**src/sv/ppog_pkg.sv**
```systemverilog
// Package for the progressive pixel order generator.
// Holds the field widths, the order state and result types, and the bit-length helper.
// No dependencies.
package ppog_pkg;

  localparam int MAX_DIM  = 4096;
  localparam int DIM_W    = 13;
  localparam int COORD_W  = 12;
  localparam int BLOCK_W  = 14;
  localparam int EXP_W    = 4;
  localparam int GRID_W   = 13;
  localparam int CFG_IDX_W = 1;

  localparam logic [CFG_IDX_W-1:0] REG_IMAGE_WIDTH  = 1'd0;
  localparam logic [CFG_IDX_W-1:0] REG_IMAGE_HEIGHT = 1'd1;

  localparam logic [DIM_W-1:0] DIM_RESET = 13'd64;
  localparam logic [DIM_W-1:0] DIM_MAX   = DIM_W'(MAX_DIM);

  typedef struct packed {
    logic               in_raster;
    logic               top_due;     // first item of the order still due
    logic [EXP_W-1:0]   lvl_exp;     // log2 of the current level size
    logic [GRID_W-1:0]  grid_col;
    logic [GRID_W-1:0]  grid_row;
    logic [COORD_W-1:0] raster_col;
    logic [COORD_W-1:0] raster_row;
  } order_state_t;

  typedef struct packed {
    logic [COORD_W-1:0] pixel_x;
    logic [COORD_W-1:0] pixel_y;
    logic [BLOCK_W-1:0] block_size;
    logic               refining;
  } pixel_res_t;

  localparam order_state_t STATE_RESET = '{
    in_raster:  1'b0,
    top_due:    1'b1,
    lvl_exp:    '0,
    grid_col:   '0,
    grid_row:   '0,
    raster_col: '0,
    raster_row: '0
  };

  // Number of significant bits of v (0 for zero).
  function automatic logic [EXP_W-1:0] bit_len(input logic [DIM_W-1:0] v);
    logic [EXP_W-1:0] n;
    n = '0;
    for (int b = 0; b < DIM_W; b++) begin
      if (v[b]) n = EXP_W'(b + 1);
    end
    return n;
  endfunction

endpackage

```
**src/sv/ppog_in_if.sv**
```systemverilog
// Input channel of the progressive pixel order generator: valid/ready plus restart.
// Depends on nothing.
interface ppog_in_if;
  logic valid;
  logic ready;
  logic restart;

  modport source (output valid, output restart, input ready);
  modport sink (input valid, input restart, output ready);
endinterface

```
**src/sv/ppog_out_if.sv**
```systemverilog
// Result channel of the progressive pixel order generator: valid/ready plus pixel fields.
// Depends on nothing.
interface ppog_out_if;
  logic        valid;
  logic        ready;
  logic [11:0] pixel_x;
  logic [11:0] pixel_y;
  logic [13:0] block_size;
  logic        refining;

  modport source (output valid, output pixel_x, output pixel_y, output block_size,
                  output refining, input ready);
  modport sink (input valid, input pixel_x, input pixel_y, input block_size,
                input refining, output ready);
endinterface

```
**src/sv/ppog_step.sv**
```systemverilog
// Next-item logic of the progressive pixel order: from the current order state,
// the restart flag and the image size, gives the result item and the next state. Uses ppog_pkg.
module ppog_step (
  input  ppog_pkg::order_state_t     cur_state,
  input  logic                       restart,
  input  logic [ppog_pkg::DIM_W-1:0] image_width,
  input  logic [ppog_pkg::DIM_W-1:0] image_height,
  output ppog_pkg::order_state_t     nxt_state,
  output ppog_pkg::pixel_res_t       result
);
  import ppog_pkg::*;

  order_state_t       s;
  logic [DIM_W-1:0]   w_eff, h_eff;
  logic [COORD_W-1:0] wm1, hm1, dmax;
  logic [COORD_W-1:0] imax, jmax;
  logic [GRID_W-1:0]  i_cur, j_cur, i_p1, i_p2, j_p1, j_odd;
  logic [EXP_W-1:0]   e_cur, e_half, p_exp, e_dn, top_exp;
  logic               raster_go;
  logic               go_down;
  logic [GRID_W-1:0]  i_nx, j_nx;
  logic [COORD_W-1:0] lv_dn;
  logic               fresh_raster;
  logic [COORD_W-1:0] rc_b, rr_b;
  logic [COORD_W:0]   rr_inc, rc_inc;
  logic [COORD_W-1:0] rc_n, rr_n;

  always_comb begin
    w_eff = (image_width == '0) ? DIM_W'(1) : ((image_width > DIM_MAX) ? DIM_MAX : image_width);
    h_eff = (image_height == '0) ? DIM_W'(1)
          : ((image_height > DIM_MAX) ? DIM_MAX : image_height);
    wm1   = COORD_W'(w_eff - DIM_W'(1));
    hm1   = COORD_W'(h_eff - DIM_W'(1));
    dmax  = (wm1 > hm1) ? wm1 : hm1;
    top_exp = bit_len((w_eff > h_eff) ? w_eff : h_eff);

    s = restart ? STATE_RESET : cur_state;

    e_cur = s.lvl_exp;
    i_cur = s.grid_col;
    j_cur = s.grid_row;
    imax  = wm1 >> e_cur;
    jmax  = hm1 >> e_cur;
    i_p1  = i_cur + GRID_W'(1);
    i_p2  = i_cur + GRID_W'(2);
    j_p1  = j_cur + GRID_W'(1);
    j_odd = j_p1 | GRID_W'(1);

    // step within the level, skipping points with both indices even
    go_down = 1'b0;
    i_nx    = i_cur;
    j_nx    = j_cur;
    if (i_cur > {1'b0, imax}) begin
      go_down = 1'b1;
    end else if (i_cur[0]) begin
      if (j_p1 <= {1'b0, jmax}) begin
        j_nx = j_p1;
      end else if (jmax != '0) begin
        if (i_p1 <= {1'b0, imax}) begin
          i_nx = i_p1;
          j_nx = GRID_W'(1);
        end else begin
          go_down = 1'b1;
        end
      end else begin
        if (i_p2 <= {1'b0, imax}) begin
          i_nx = i_p2;
          j_nx = '0;
        end else begin
          go_down = 1'b1;
        end
      end
    end else begin
      if (j_odd <= {1'b0, jmax}) begin
        j_nx = j_odd;
      end else if (i_p1 <= {1'b0, imax}) begin
        i_nx = i_p1;
        j_nx = '0;
      end else begin
        go_down = 1'b1;
      end
    end

    // next nonempty level below the current one
    e_half    = e_cur - EXP_W'(1);
    p_exp     = bit_len({1'b0, dmax}) - EXP_W'(1);
    raster_go = (e_cur == '0) || (dmax == '0);
    e_dn      = (e_half < p_exp) ? e_half : p_exp;
    lv_dn     = COORD_W'(1) << e_dn;

    // raster pass
    fresh_raster = !s.in_raster;
    if (fresh_raster || ({1'b0, s.raster_col} >= w_eff) || ({1'b0, s.raster_row} >= h_eff)) begin
      rc_b = '0;
      rr_b = '0;
    end else begin
      rc_b = s.raster_col;
      rr_b = s.raster_row;
    end
    rr_inc = {1'b0, rr_b} + (COORD_W+1)'(1);
    rc_inc = {1'b0, rc_b} + (COORD_W+1)'(1);
    if (rr_inc >= h_eff) begin
      rr_n = '0;
      rc_n = (rc_inc >= w_eff) ? '0 : rc_inc[COORD_W-1:0];
    end else begin
      rr_n = rr_inc[COORD_W-1:0];
      rc_n = rc_b;
    end

    nxt_state = s;
    result    = '0;
    if (s.in_raster || (!s.top_due && go_down && raster_go)) begin
      nxt_state            = STATE_RESET;
      nxt_state.in_raster  = 1'b1;
      nxt_state.top_due    = 1'b0;
      nxt_state.raster_col = rc_n;
      nxt_state.raster_row = rr_n;
      result.pixel_x       = rc_b;
      result.pixel_y       = rr_b;
      result.block_size    = BLOCK_W'(1);
      result.refining      = 1'b0;
    end else if (s.top_due) begin
      nxt_state.top_due  = 1'b0;
      nxt_state.lvl_exp  = top_exp;
      nxt_state.grid_col = '0;
      nxt_state.grid_row = '0;
      result.block_size  = BLOCK_W'(1) << top_exp;
      result.refining    = 1'b1;
    end else begin
      if (go_down) begin
        nxt_state.lvl_exp = e_dn;
        if (hm1 >= lv_dn) begin
          nxt_state.grid_col = '0;
          nxt_state.grid_row = GRID_W'(1);
        end else begin
          nxt_state.grid_col = GRID_W'(1);
          nxt_state.grid_row = '0;
        end
      end else begin
        nxt_state.grid_col = i_nx;
        nxt_state.grid_row = j_nx;
      end
      result.pixel_x    = nxt_state.grid_col[COORD_W-1:0] << nxt_state.lvl_exp;
      result.pixel_y    = nxt_state.grid_row[COORD_W-1:0] << nxt_state.lvl_exp;
      result.block_size = BLOCK_W'(1) << nxt_state.lvl_exp;
      result.refining   = 1'b1;
    end
  end

endmodule

```
**src/sv/progressive_pixel_order_generator.sv**
```systemverilog
// Progressive pixel order generator: coarse-to-fine sample order, then raster passes.
// Latency: the result of an accepted item is valid on the next cycle.
// Throughput: one item per cycle; in_ch.ready is high while the result register
// is empty or its item is taken in the same cycle.
// Reset (rst_n, synchronous, active low): image size 64 x 64, no result pending,
// and the next item yields the first sample of the order.
// Uses ppog_pkg, ppog_in_if, ppog_out_if and ppog_step.
module progressive_pixel_order_generator (
  input  logic                           clk,
  input  logic                           rst_n,
  ppog_in_if.sink                        in_ch,
  ppog_out_if.source                     out_ch,
  input  logic                           cfg_we,
  input  logic [ppog_pkg::CFG_IDX_W-1:0] cfg_index,
  input  logic [ppog_pkg::DIM_W-1:0]     cfg_wdata
);
  import ppog_pkg::*;

  order_state_t     state_r, state_nxt;
  pixel_res_t       res_r, res_nxt;
  logic             out_valid_r;
  logic [DIM_W-1:0] width_r, height_r;
  logic             in_acc;

  assign in_ch.ready = !out_valid_r || out_ch.ready;
  assign in_acc      = in_ch.valid && in_ch.ready;

  ppog_step u_step (
    .cur_state    (state_r),
    .restart      (in_ch.restart),
    .image_width  (width_r),
    .image_height (height_r),
    .nxt_state    (state_nxt),
    .result       (res_nxt)
  );

  always_ff @(posedge clk) begin
    if (!rst_n) begin
      state_r     <= STATE_RESET;
      out_valid_r <= 1'b0;
      width_r     <= DIM_RESET;
      height_r    <= DIM_RESET;
    end else begin
      if (cfg_we) begin
        case (cfg_index)
          REG_IMAGE_WIDTH:  width_r  <= cfg_wdata;
          REG_IMAGE_HEIGHT: height_r <= cfg_wdata;
          default: ;
        endcase
      end
      if (in_acc) begin
        state_r     <= state_nxt;
        out_valid_r <= 1'b1;
      end else if (out_ch.ready) begin
        out_valid_r <= 1'b0;
      end
    end
  end

  always_ff @(posedge clk) begin
    if (in_acc) begin
      res_r <= res_nxt;
    end
  end

  assign out_ch.valid      = out_valid_r;
  assign out_ch.pixel_x    = res_r.pixel_x;
  assign out_ch.pixel_y    = res_r.pixel_y;
  assign out_ch.block_size = res_r.block_size;
  assign out_ch.refining   = res_r.refining;

  a_restart_first: assert property (@(posedge clk) disable iff (!rst_n)
    in_acc && in_ch.restart |=> out_valid_r && res_r.refining &&
      res_r.pixel_x == '0 && res_r.pixel_y == '0)
    else $error("restart item did not yield the first sample");

  a_raster_unit: assert property (@(posedge clk) disable iff (!rst_n)
    out_valid_r && !res_r.refining |-> res_r.block_size == BLOCK_W'(1))
    else $error("raster item with block size other than one");

  a_block_pow2: assert property (@(posedge clk) disable iff (!rst_n)
    out_valid_r |-> $onehot(res_r.block_size))
    else $error("block size not a power of two");

  a_raster_sticky: assert property (@(posedge clk) disable iff (!rst_n)
    state_r.in_raster && !(in_acc && in_ch.restart) |=> state_r.in_raster)
    else $error("left raster passes without restart");

  a_state_hold: assert property (@(posedge clk) disable iff (!rst_n)
    !in_acc |=> $stable(state_r))
    else $error("order state moved without an accepted item");

endmodule

```
**src/flat_wrapper.sv**
```systemverilog
// flat-port wrapper written by rule: the top's interface ports become plain ports
module progressive_pixel_order_generator_flat import ppog_pkg::*;
  (clk, rst_n, cfg_we, cfg_index, cfg_wdata, in_ch_valid, in_ch_restart, in_ch_ready, out_ch_valid, out_ch_pixel_x, out_ch_pixel_y, out_ch_block_size, out_ch_refining, out_ch_ready);
  ppog_in_if in_ch_i ();
  ppog_out_if out_ch_i ();
  input  logic clk;
  input  logic rst_n;
  input  logic cfg_we;
  input  logic [ppog_pkg::CFG_IDX_W-1:0] cfg_index;
  input  logic [ppog_pkg::DIM_W-1:0] cfg_wdata;
  input wire logic [$bits(in_ch_i.valid)-1:0] in_ch_valid;
  input wire logic [$bits(in_ch_i.restart)-1:0] in_ch_restart;
  output wire logic [$bits(in_ch_i.ready)-1:0] in_ch_ready;
  output wire logic [$bits(out_ch_i.valid)-1:0] out_ch_valid;
  output wire logic [$bits(out_ch_i.pixel_x)-1:0] out_ch_pixel_x;
  output wire logic [$bits(out_ch_i.pixel_y)-1:0] out_ch_pixel_y;
  output wire logic [$bits(out_ch_i.block_size)-1:0] out_ch_block_size;
  output wire logic [$bits(out_ch_i.refining)-1:0] out_ch_refining;
  input wire logic [$bits(out_ch_i.ready)-1:0] out_ch_ready;
  assign in_ch_i.valid = in_ch_valid;
  assign in_ch_i.restart = in_ch_restart;
  assign in_ch_ready = in_ch_i.ready;
  assign out_ch_valid = out_ch_i.valid;
  assign out_ch_pixel_x = out_ch_i.pixel_x;
  assign out_ch_pixel_y = out_ch_i.pixel_y;
  assign out_ch_block_size = out_ch_i.block_size;
  assign out_ch_refining = out_ch_i.refining;
  assign out_ch_i.ready = out_ch_ready;
  progressive_pixel_order_generator u_core (.clk(clk), .rst_n(rst_n), .in_ch(in_ch_i), .out_ch(out_ch_i), .cfg_we(cfg_we), .cfg_index(cfg_index), .cfg_wdata(cfg_wdata));
endmodule
```
**config.mk**
```make
export PLATFORM = sky130hd
export DESIGN_NAME = progressive_pixel_order_generator_flat
export DESIGN_NICKNAME = d
export VERILOG_FILES = /design/src/sv/ppog_pkg.sv /design/src/sv/ppog_in_if.sv /design/src/sv/ppog_out_if.sv /design/src/sv/ppog_step.sv /design/src/sv/progressive_pixel_order_generator.sv /design/src/flat_wrapper.sv
export SDC_FILE = /design/constraint.sdc
export NUM_CORES = 1
export LEC_CHECK = 0
export ABC_AREA = 1
export BUFFER_PORTS_ARGS = -buffer_cell sky130_fd_sc_hd__buf_2
export CAP_MARGIN = 20
export CORE_MARGIN = 8
export CORE_UTILIZATION = 51
export CTS_BUF_LIST = sky130_fd_sc_hd__clkbuf_8
export CTS_CLUSTER_DIAMETER = 40
export DETAILED_ROUTE_END_ITERATION = 8
export PLACE_DENSITY = 0.68
export SYNTH_ARGS = -nofsm -noshare
export SYNTH_HDL_FRONTEND = slang
export SYNTH_SLANG_ARGS = --single-unit
```
**constraint.sdc**
```tcl
create_clock -name clk -period 8.4 [get_ports clk]
set_input_delay 1.26 -clock clk [delete_from_list [all_inputs] [get_ports clk]]
set_output_delay 1.26 -clock clk [all_outputs]
set_load 0.005 [all_outputs]
```
Word level (Yosys, flattened, before mapping)
Index checks and enable logic that the tools add are counted.
Widths: inputs -> output; s select.
Operators by class
  add/subtract/negate cells: 9
  multipliers: 0
  div/mod/pow operators: 0
  order comparisons: 15
  equal/unequal tests: 0
  shifts and indexed selects: 7
  mux-type cells: 77
  bitwise operators: 1
  reductions and logical operators: 19
Operator list (count)
  $mux 13: 21
  $mux 4: 26
  $mux 26: 3
  $mux 12: 6
  $mux 30: 2
  $mux 56: 1
  $le 13x12->1: 4
  $mux 24: 2
  $mux 39: 1
  $shl 1x4->14 const A: 2
  $add 12x1->13 const B: 2
  $add 13x1->13 const B: 2
  $ge 12x13->1: 2
  $ge 13x13->1: 2
  $gt 13x13->1 const B: 2
  $logic_not 13->1: 2
  $shl 12x4->12: 2
  $shr 12x4->12: 2
  $sub 12x1->12 const B: 2
  $mux 15: 1
  $mux 14: 1
  $add 13x2->13 const B: 1
  $gt 13x12->1: 1
  $gt 13x13->1: 1
  other kinds (16): 37
Word-level totals
  register bits: 122
  bits in latches: 0
  RAM bits: 0
  memory bits (read-only): 0
  input port bits: 20
  logic and storage cells: 142
  memories kept: 0

Logic depth before layout (Yosys ltp)
Gate-level depths: netlist of run 1.
  depth after elaboration: 30
  depth in mapped cells: 71

Modules after synthesis
Synthesis of run 1 repeated with hierarchy kept, for this count alone.
Second synthesis, totals
  cells, all modules: 2572
  area, all modules: 15218.3 µm²
Modules (own cells, without submodules)
  ppog_step: instances 1, cells an instance 2047, area an instance 10627.7 µm², sequential area each 0.0 µm²
  progressive_pixel_order_generator: instances 1, cells an instance 525, area an instance 4590.7 µm², sequential area each 2832.7 µm²

Worst setup path after synthesis of run 1
No wires, ideal clock.
  path kind: input to register
  from: input port in_ch_restart
  to: register u_core.state_r[19] (netlist name)
  arrival: 7259 ps
  data required time: 8278 ps
  slack: 1019 ps
  cell stages on the path: 38
  buffers on the path: 7
  cell sequence: buf_2 -> buf_1 -> buf_1 -> clkbuf_1 -> clkbuf_1 -> nor2_1 -> ha_1 -> inv_1 -> nor2_1 -> and3_1 -> nand2_1 -> o311a_1 -> o21ai_0 -> nor3_1 -> nand2_1 -> clkinv_1 -> clkbuf_1 -> nand2_1 -> (+2 left out) -> nand2_1 -> nor2_1 -> nand4_1 -> nor3_1 -> xor2_1 -> inv_1 -> ha_1 -> inv_1 -> nor4_1 -> a21oi_1 -> o31a_1 -> o21ai_0 -> a21oi_1 -> nand2_1 -> clkbuf_1 -> o22ai_1 -> o221ai_1 -> inv_1
On the way
  longest elaborated chain between the ends: 12
  elaborated cells on any way between the ends: 39
  those cells by class: 5 x add/sub; 9 x order compare; 2 x shift; 13 x mux; 10 x reduce/logical
Ends and longest elaborated chain
  start: declaration: RTL line flat_wrapper.sv:12  | input wire logic [$bits(in_ch_i.restart)-1:0] in_ch_restart;
  $mux 56 (*): RTL line ppog_step.sv:37  | s = restart ? STATE_RESET : cur_state;
  parallel branches: the longest is 10 deep, another holds $ge 12x13->1
  $mux 24 (*): RTL line ppog_step.sv:112  | if (s.in_raster || (!s.top_due && go_down && raster_go)) begin
  end signal: assignment: RTL line progressive_pixel_order_generator.sv:52  | state_r <= state_nxt;
  end: declaration: RTL line progressive_pixel_order_generator.sv:19  | order_state_t state_r, state_nxt;
Every way passes the cells marked *.
A chain may end at the register's enable or synchronous reset.

==> results.ini, run 1 <==
[setup_path]
required_ns=8.61
startpoint=u_core.width_r[4]$_SDFFE_PN0P_
r2r-end=u_core.out_ch.pixel_y[11]$_DFFE_PP_
worstSetupPathDepth=64
crit_path_end_kind=register
arrival_ns=7.96
crit_slowest_cell=dfxtp_1
cpPeakStageDelay_ns=0.42
r2r_cells=64
endpoint=u_core.out_ch.pixel_y[11]$_DFFE_PP_
crit_top_cell=nand2_1
r2r_start=u_core.width_r[4]$_SDFFE_PN0P_
path_delay_family=simple AND/OR/NAND/NOR gates
cp-start-kind=register
crit_fanout=13
rrSetupSlack_ns=0.65
path_class=register to register
path_buf_inv=6

[synthesis]
synthFlopType=dfxtp_1
synth_top_family_by_area=simple AND/OR/NAND/NOR gates
netlist_area_um2=14400
muxShareOfSynthArea=0.000695
synth-xor-area-share=0.0243
netlist_instances=2356
ys_ff_latch=122
ys_types=62
synth_edf_count=39
async_flop_share=0
synth-compound-area-share=0.171
synth_simple_gate_area_frac=0.368
syn_area_per_cell_um2=6.12
synth_adder_area_share=0.129
yosys_warnings=0
seq_area_frac_synth=0.197
synth_nets=2524

[die]
initial_core_util=0.519
die_w_um=184
die_height_um=184
design.core.area_um2=27800
die_area_um2=33900
io_pins=61
num_rows=61

[cts]
numCtsBuffers=17
cts-root-buf=clkbuf_8
clk_pin_slew_ns=0.09
cts_tree=built
clk_path_buf_depth=2
cts_sinks=122
ctsHtreeMaxLevel=4
clk_latency_ns=0.47

[detailed_routing]
remaining_drc_errors=0
drtAntennaViolNets=0
avgRoutedWirePerCell_um=18.4
drtPass1Iterations=6
num_vias=16100
drt_wl_total_mm=51.3
drt_iter0_drc=1780
vias_per_cell=5.78

[placement]
io_buffers=60
post-dp-hpwl_mm=40.0
gp_congestion=0.955

[power]
p_int_uw=1320
p_clk_frac=0.197
seqPwrFrac=0.255
max-vdd-ir-drop_uv=170
p_per_area_nw_per_um2=167
p_leak_uw=0.00794
p_sw_uw=1290
p_comb_frac=0.548
switching_share=0.494

[finish]
fillers=2933
drive_above_1_share=0.102
num_antenna_cells=0
syn2layout_area_growth_pct=8.35
final_nets=2568

[timing]
setup_viol=0
finalCritPeriodShare=0.922
max_freq_mhz=129
fin_tns_setup_ns=0
hold_viol=0
fin_hold_ws_ns=0.458
worstMarginPinSlew_ns=1.12
drv_slew=0
slew_headroom=0.250
fin_skew_ns=0.0171
finalCriticalPeriod_ns=7.75

[global_route]
grt_pass1_vias=14700
grt_max_degree=58
overflow=0
grt_usage=0.298
antenna_found_initial=1
grt_pass1_wl_mm=79.7

[flow_run]
cap_violations=0

[outcome]
status=finished, final reports clean

[worst_hold_path]
hold_class=register to register

==> metal layers <==
metal	global-route usage	wire length, um	vias up
met2	0.503	24000	714
met5	0	0	-
met4	0.112	1820	0
met1	0.381	21800	7392
met3	0.0389	3730	126
li1	-	-	7891
==> through the flow <==
step | std cells | setup WS [ns] | total power (uW) | utilization | instance area, um2
global placement | 2752 | 0.493 | 2010 | 0.543 | 15100
global route | 2791 | -0.0211 | 2810 | 0.562 | 15600
floorplan | 2356 | 1.02 | 1680 | - | 14400
finish | 2791 | 0.653 | 2600 | 0.562 | 15600
CTS | 2784 | 0.288 | 2540 | 0.556 | 15500
detailed placement | 2752 | 0.313 | 2030 | 0.543 | 15100
==> flip-flops by register name, indices dropped and copies added, names as in the netlist <==
name,cells
u_core.state_r,56
u_core.height_r,13
u_core.out_ch.valid,1
u_core.out_ch.pixel_y,12
u_core.out_ch.block_size,14
u_core.out_ch.refining,1
u_core.width_r,13
u_core.out_ch.pixel_x,12
==> worst min path at each step <==
stage,slack (ns),endpoint,depth (start not counted),from
after CTS,0.46,u_core.state_r[36]$_SDFFE_PN0P_,2,u_core.state_r[36]$_SDFFE_PN0P_
final,0.46,u_core.state_r[54]$_SDFFE_PN1P_,2,u_core.state_r[54]$_SDFFE_PN1P_
after detailed placement,0.44,u_core.state_r[36]$_SDFFE_PN0P_,2,u_core.state_r[36]$_SDFFE_PN0P_
after floorplan,0.42,u_core.state_r[54]$_SDFFE_PN1P_,2,u_core.state_r[54]$_SDFFE_PN1P_
after global routing,0.48,u_core.state_r[54]$_SDFFE_PN1P_,2,u_core.state_r[54]$_SDFFE_PN1P_
after global placement,0.43,u_core.state_r[54]$_SDFFE_PN1P_,2,u_core.state_r[54]$_SDFFE_PN1P_
==> cells in the mapped netlist, types with 7 or more instances <==
cell,count,area share
a22oi_1,22,0.011
buf_4,8,0.0042
o21bai_1,7,0.0036
inv_2,12,0.0031
a21oi_1,137,0.048
inv_1,299,0.078
nand3_1,233,0.081
o211ai_1,12,0.0063
ha_1,148,0.13
nand4_1,28,0.012
nand2_4,8,0.0063
nor2_2,9,0.0039
nor2_1,242,0.063
buf_2,16,0.0056
nor4_1,10,0.0043
o22ai_1,21,0.0091
dfxtp_1,83,0.12
nand2_2,26,0.011
nand3_2,8,0.0056
edfxtp_1,39,0.081
o21ai_1,24,0.0083
nor3_1,22,0.0076
clkbuf_1,47,0.012
xor2_1,36,0.022
nand2_1,615,0.16
o21ai_0,142,0.049
o221ai_1,8,0.0049
==> tightest hold or removal path, cell delays in order (launching register included) <==
cell and delay [ns]:
dfxtp_1 0.32, nand2_1 0.06, nand2_1 0.04
==> power groups by stage <==
stage / clock (uW) / sequential, uW / combinational, uW
2_1_floorplan: 0 / 672 / 1010
3_3_place_gp: 0 / 673 / 1340
3_5_place_dp: 0 / 675 / 1350
4_1_cts: 519 / 661 / 1360
5_1_grt: 543 / 666 / 1600
6_report: 513 / 662 / 1430
==> placed cells by master (no fill, tap or decap), drive strengths merged, types with 36 or more instances in the layout <==
master	n
a21oi	139
buf	106
dfxtp	83
edfxtp	39
ha	148
inv	323
nand2	650
nand3	241
nor2	256
o21ai	176
xor2	36
==> layout make-up <==
| type | count | area (um2) | area share |
|---|---|---|---|
| multi-input cells | 1834 | 10100 | 0.645 |
| flip-flops and latches | 122 | 2840 | 0.182 |
| inverters | 319 | 1210 | 0.0773 |
| repair buffers | 106 | 666 | 0.0426 |
| well taps | 378 | 473 | 0.0303 |
| clock buffers | 17 | 234 | 0.0150 |
| clock inverters | 15 | 128 | 0.00818 |
==> what timing repair did <==
| item | in CTS | in global routing |
|---|---|---|
| hold buffers | 0 | 0 |
| endpoints found under the hold margin | 0 | 0 |
| gates resized for setup | 0 | 28 |
| endpoints found under the setup margin | 0 | 26 |
| setup buffers | 0 | 6 |
==> logic make-up after synthesis <==
family | count (synthesis)
xor gates and xnor gates | 40
AOI/OAI and AO/OA | 421
buffers and inverters | 401
DFF | 122
muxes | 1
and+or+nand+nor | 1223
adders and majority gates | 148
Note: power is estimated with default switching activity, not from simulation.
==> inputs of run 2 (changes only) <==
- CORE_ASPECT_RATIO: not set -> 0.7
==> run 2 against run 1 <==
Against the previous run:
- cell count decreased by 0.29%
- critical endpoint is now u_core.out_ch.pixel_x[9]$_DFFE_PP_
- critical path depth fell by 8
- wire length increased by 4.7%
- first-iteration DRC count is 7.5% higher
- clock power is 2% higher
- core utilization barely moved
- cell area grew 0.16%
- count of clock-buffer cells in the layout up 1
- sequential share of layout area is 0.067 points higher
- combinational power about the same
- hold slack barely moved
==> results.ini, run 2 (synthesis results as in run 1) <==
[outcome]
status=finished, final reports clean

[detailed_routing]
vias_per_cell=5.89
num_vias=16400
remaining_drc_errors=0
drt_wl_total_mm=53.7
avgRoutedWirePerCell_um=19.3
drtPass1Iterations=7
drtAntennaViolNets=0
drt_iter0_drc=1913

[placement]
post-dp-hpwl_mm=42.4
io_buffers=60
placed_cells=2743
gp_congestion=1.03

[global_route]
grt_pass1_wl_mm=82.1
grt_max_degree=58
grt_usage=0.307
grt_pass1_vias=14600
antenna_found_initial=0
overflow=0

[setup_path]
required_ns=8.73
crit_fanout=14
crit_top_cell=nand2_1
crit_path_end_kind=register
arrival_ns=8.15
cp-start-kind=register
crit_slowest_cell=dfxtp_2
rrSetupSlack_ns=0.58
cpPeakStageDelay_ns=0.41
path_class=register to register

[power]
max-vdd-ir-drop_uv=173
p_leak_uw=0.00796
p_per_area_nw_per_um2=170
power_uw=2650

[cts]
cts_tree=built
ctsHtreeMaxLevel=4
clk_pin_slew_ns=0.09
postCtsHoldBufs=0
cts_sinks=122
clk_path_buf_depth=2
numCtsBuffers=17
cts-root-buf=clkbuf_8
clk_latency_ns=0.46

[finish]
layout_common_cells=nand2_1, inv_1, nor2_1, nand3_1, ha_1
final_common_cell=nand2_1
num_antenna_cells=0
largest_reg_flops=56
syn2layout_area_growth_pct=8.53
utilization=0.562
largest-register=u_core.state_r
final_nets=2567
drive_above_1_share=0.107
stdcell_count=2783

[timing]
hold_viol=0
finalCritPeriodShare=0.931
slew_headroom=0.231
drv_slew=0
finalCriticalPeriod_ns=7.82
max_freq_mhz=128
setup_viol=0
fin_skew_ns=0.0176
worstMarginPinSlew_ns=1.15
fin_hold_ws_ns=0.458

[die]
die_height_um=157
die_w_um=217
initial_core_util=0.518
design.core.area_um2=27800
io_pins=61
die_area_um2=34000
num_rows=51

[flow_run]
cap_violations=0

[worst_hold_path]
hold_class=register to register

## run 2: cell count changes in the layout (fill, tap and decap cells not counted), sizes merged
cell | previous run | this run
clkinvlp | 5 | 2
buf | 106 | 105
clkbuf | 17 | 18
clkinv | 6 | 7
inv | 323 | 324
## run 2: metal layers
metal / GRT usage / up-vias / share of wire
met5: 0 / - / 0
met4: 0.0736 / 0 / 0.020
met3: 0.0849 / 80 / 0.13
met2: 0.432 / 882 / 0.39
met1: 0.452 / 7533 / 0.46
li1: - / 7886 / -
## run 2: worst paths after layout
| check | start | to | depth (start not counted) |
|---|---|---|---|
| worst min register to register | u_core.state_r[54]$_SDFFE_PN1P_ | u_core.state_r[54]$_SDFFE_PN1P_ | 2 |
| worst max-delay path | u_core.width_r[3]$_SDFFE_PN0P_ | u_core.out_ch.pixel_x[9]$_DFFE_PP_ | 56 |
| worst max register to register | u_core.width_r[3]$_SDFFE_PN0P_ | u_core.out_ch.pixel_x[9]$_DFFE_PP_ | 56 |
| worst min-delay path | u_core.state_r[54]$_SDFFE_PN1P_ | u_core.state_r[54]$_SDFFE_PN1P_ | 2 |
## run 2: metrics by stage
step	TNS [ns]	worst slack, ns	cell area [um2]
4_1_cts	0	0.248	15400
6_report	0	0.582	15600
3_5_place_dp	0	0.281	15100
5_1_grt	-0.952	-0.120	15600
3_3_place_gp	0	0.626	15100
2_1_floorplan	0	1.02	14400
## run 2: layout make-up
| cell class | count | area, um2 |
|---|---|---|
| Sequential cell | 122 | 2850 |
| Inverter | 319 | 1210 |
| Timing Repair Buffer | 105 | 654 |
| Multi-Input combinational cell | 1834 | 10100 |
| Fill cell | 2913 | 12200 |
| Clock inverter | 14 | 124 |
| Clock buffer | 18 | 248 |
| Tap cell | 371 | 464 |
## run 2: worst max-delay path, delay by kind of cell, from the launching register on
kind	cells	cell delay, ns
XOR/XNOR	1	0.22
flip-flops	1	0.41
AO/OA/AOI/OAI	11	1.75
buffers and inverters	8	0.97
adder cells (fa/ha/maj)	3	0.88
AND/OR/NAND/NOR	33	3.39
## run 2: what timing repair did
action	4_1_cts	5_1_grt
buffers inserted	0	6
endpoints found under the setup margin	0	26
resized for setup	0	45
## run 2: where the power goes
group          switching (uW)  internal [uW]  total (uW)  leakage [uW]
logic                     999            463        1460       0.00670
registers                22.4            643         666       0.00107
clock network             299            224         523      0.000192
total                    1320           1330        2650       0.00796
==> inputs of run 3 (changes only) <==
- RECOVER_POWER: not set -> 100
==> run 3 against run 2 <==
Against the previous run:
- the run now ends with max-capacitance violations, max-slew violations left
- sequential share of layout area is 0.12 points higher
- worst setup slack worse by 0.16 ns
- total power is 0.41% lower
- cell count stayed put
- critical path type is now input port to register
- critical endpoint is now u_core.out_ch.block_size[6]$_SDFFCE_PN0P_
==> results.ini, run 3 (synthesis results as in run 1) <==
[die]
io_pins=61
initial_core_util=0.518
die_w_um=217
num_rows=51
die_area_um2=34000
die_height_um=157
design.core.area_um2=27800

[global_route]
grt_pass1_wl_mm=82.1
antenna_found_initial=0
grt_usage=0.307
overflow=0
grt_max_degree=58
grt_pass1_vias=14600

[setup_path]
path_delay_family=buffers and inverters
crit_path_end_kind=register
crit_fanout=25
crit_slowest_cell=clkbuf_1
required_ns=8.69
path_buf_inv=8
cpPeakStageDelay_ns=0.92
arrival_ns=8.27
cp-start-kind=input port
crit_top_cell=nand2_1
path_class=input port to register

[detailed_routing]
drt_iter0_drc=2073
drtAntennaViolNets=0
num_vias=16300
remaining_drc_errors=0
vias_per_cell=5.87
drt_wl_total_mm=53.6
avgRoutedWirePerCell_um=19.3
drtPass1Iterations=6

[finish]
fillers=2941
num_antenna_cells=0
syn2layout_area_growth_pct=7.80
final_common_cell=nand2_1
largest_reg_flops=56
largest-register=u_core.state_r
utilization=0.558
final_nets=2567
stdcell_count=2783
layout_common_cells=nand2_1, inv_1, nor2_1, nand3_1, ha_1
drive_above_1_share=0.0862

[placement]
io_buffers=60
placed_cells=2743
gp_congestion=1.03
post-dp-hpwl_mm=42.4
dp_slack_ns=0.281

[cts]
ctsHtreeMaxLevel=4
postCtsHoldBufs=0
cts-root-buf=clkbuf_8
clk_path_buf_depth=2
cts_sinks=122
clk_latency_ns=0.46
numCtsBuffers=17
cts_tree=built
clk_pin_slew_ns=0.09

[timing]
hold_viol=0
layout_setup_ws_ns=0.423
slew_headroom=-0.716
fin_skew_ns=0.0178
drv_slew=83
fin_hold_ws_ns=0.457
max_freq_mhz=125
worstMarginPinSlew_ns=2.57
finalCriticalPeriod_ns=7.98
setup_viol=0
finalCritPeriodShare=0.950

[flow_run]
cap_violations=2

[worst_hold_path]
hold_class=register to register

[outcome]
violations=max-capacitance violations, max-slew violations
status=complete, but fails checks

[power]
p_leak_uw=0.00783
max-vdd-ir-drop_uv=171
p_per_area_nw_per_um2=170

## run 3: changes by cell type in the layout (fill, tap and decap cells not counted), sizes merged
cell,change
buf,-40
clkbuf,+40
## run 3: report_power, final
group          switching, uW  total (uW)  internal [uW]
sequential              22.5         666            644
combinational            993        1450            456
clock                    301         525            224
total                   1320        2640           1320
## run 3: layer usage
metal,part of all wire,track usage
met1,0.46,0.452
met2,0.39,0.432
met3,0.13,0.0849
met4,0.020,0.0736
met5,0,0
## run 3: timing repair
item / 4_1_cts / 5_1_grt
endpoints found under the setup margin: 0 / 26
resized for setup: 0 / 45
buffers inserted: 0 / 6
## run 3: worst paths after layout
kind	startpoint	endpoint	slack, ns	cells after the start
setup reg to reg	u_core.width_r[3]$_SDFFE_PN0P_	u_core.out_ch.pixel_y[11]$_DFFE_PP_	0.59	62
setup / recovery	in_ch_restart	u_core.out_ch.block_size[6]$_SDFFCE_PN0P_	0.42	28
hold / removal	u_core.state_r[54]$_SDFFE_PN1P_	u_core.state_r[54]$_SDFFE_PN1P_	0.46	2
hold reg to reg	u_core.state_r[54]$_SDFFE_PN1P_	u_core.state_r[54]$_SDFFE_PN1P_	0.46	2
## run 3: tightest hold or removal path, stage by stage, from the launching register on
cell and delay (ns):
dfxtp_1 0.32, nand2_1 0.06, nand2_1 0.04
## run 3: final cells by class
type                    instances  area, um2  share of cell area
repair buffers                105        583              0.0375
inverters                     319       1210              0.0777
well taps                     371        464              0.0299
flip-flops and latches        122       2850               0.184
clock buffers                  18        248              0.0160
clock inverters                14        124             0.00798
multi-input cells            1834      10100               0.647
## run 3: per-stage QoR
stage | power, uW | area, um2 | setup TNS [ns]
finish | 2640 | 15500 | 0
CTS | 2570 | 15400 | 0
global placement | 2020 | 15100 | 0
detailed placement | 2050 | 15100 | 0
global route | 2830 | 15500 | -0.940
floorplan | 1680 | 14400 | 0
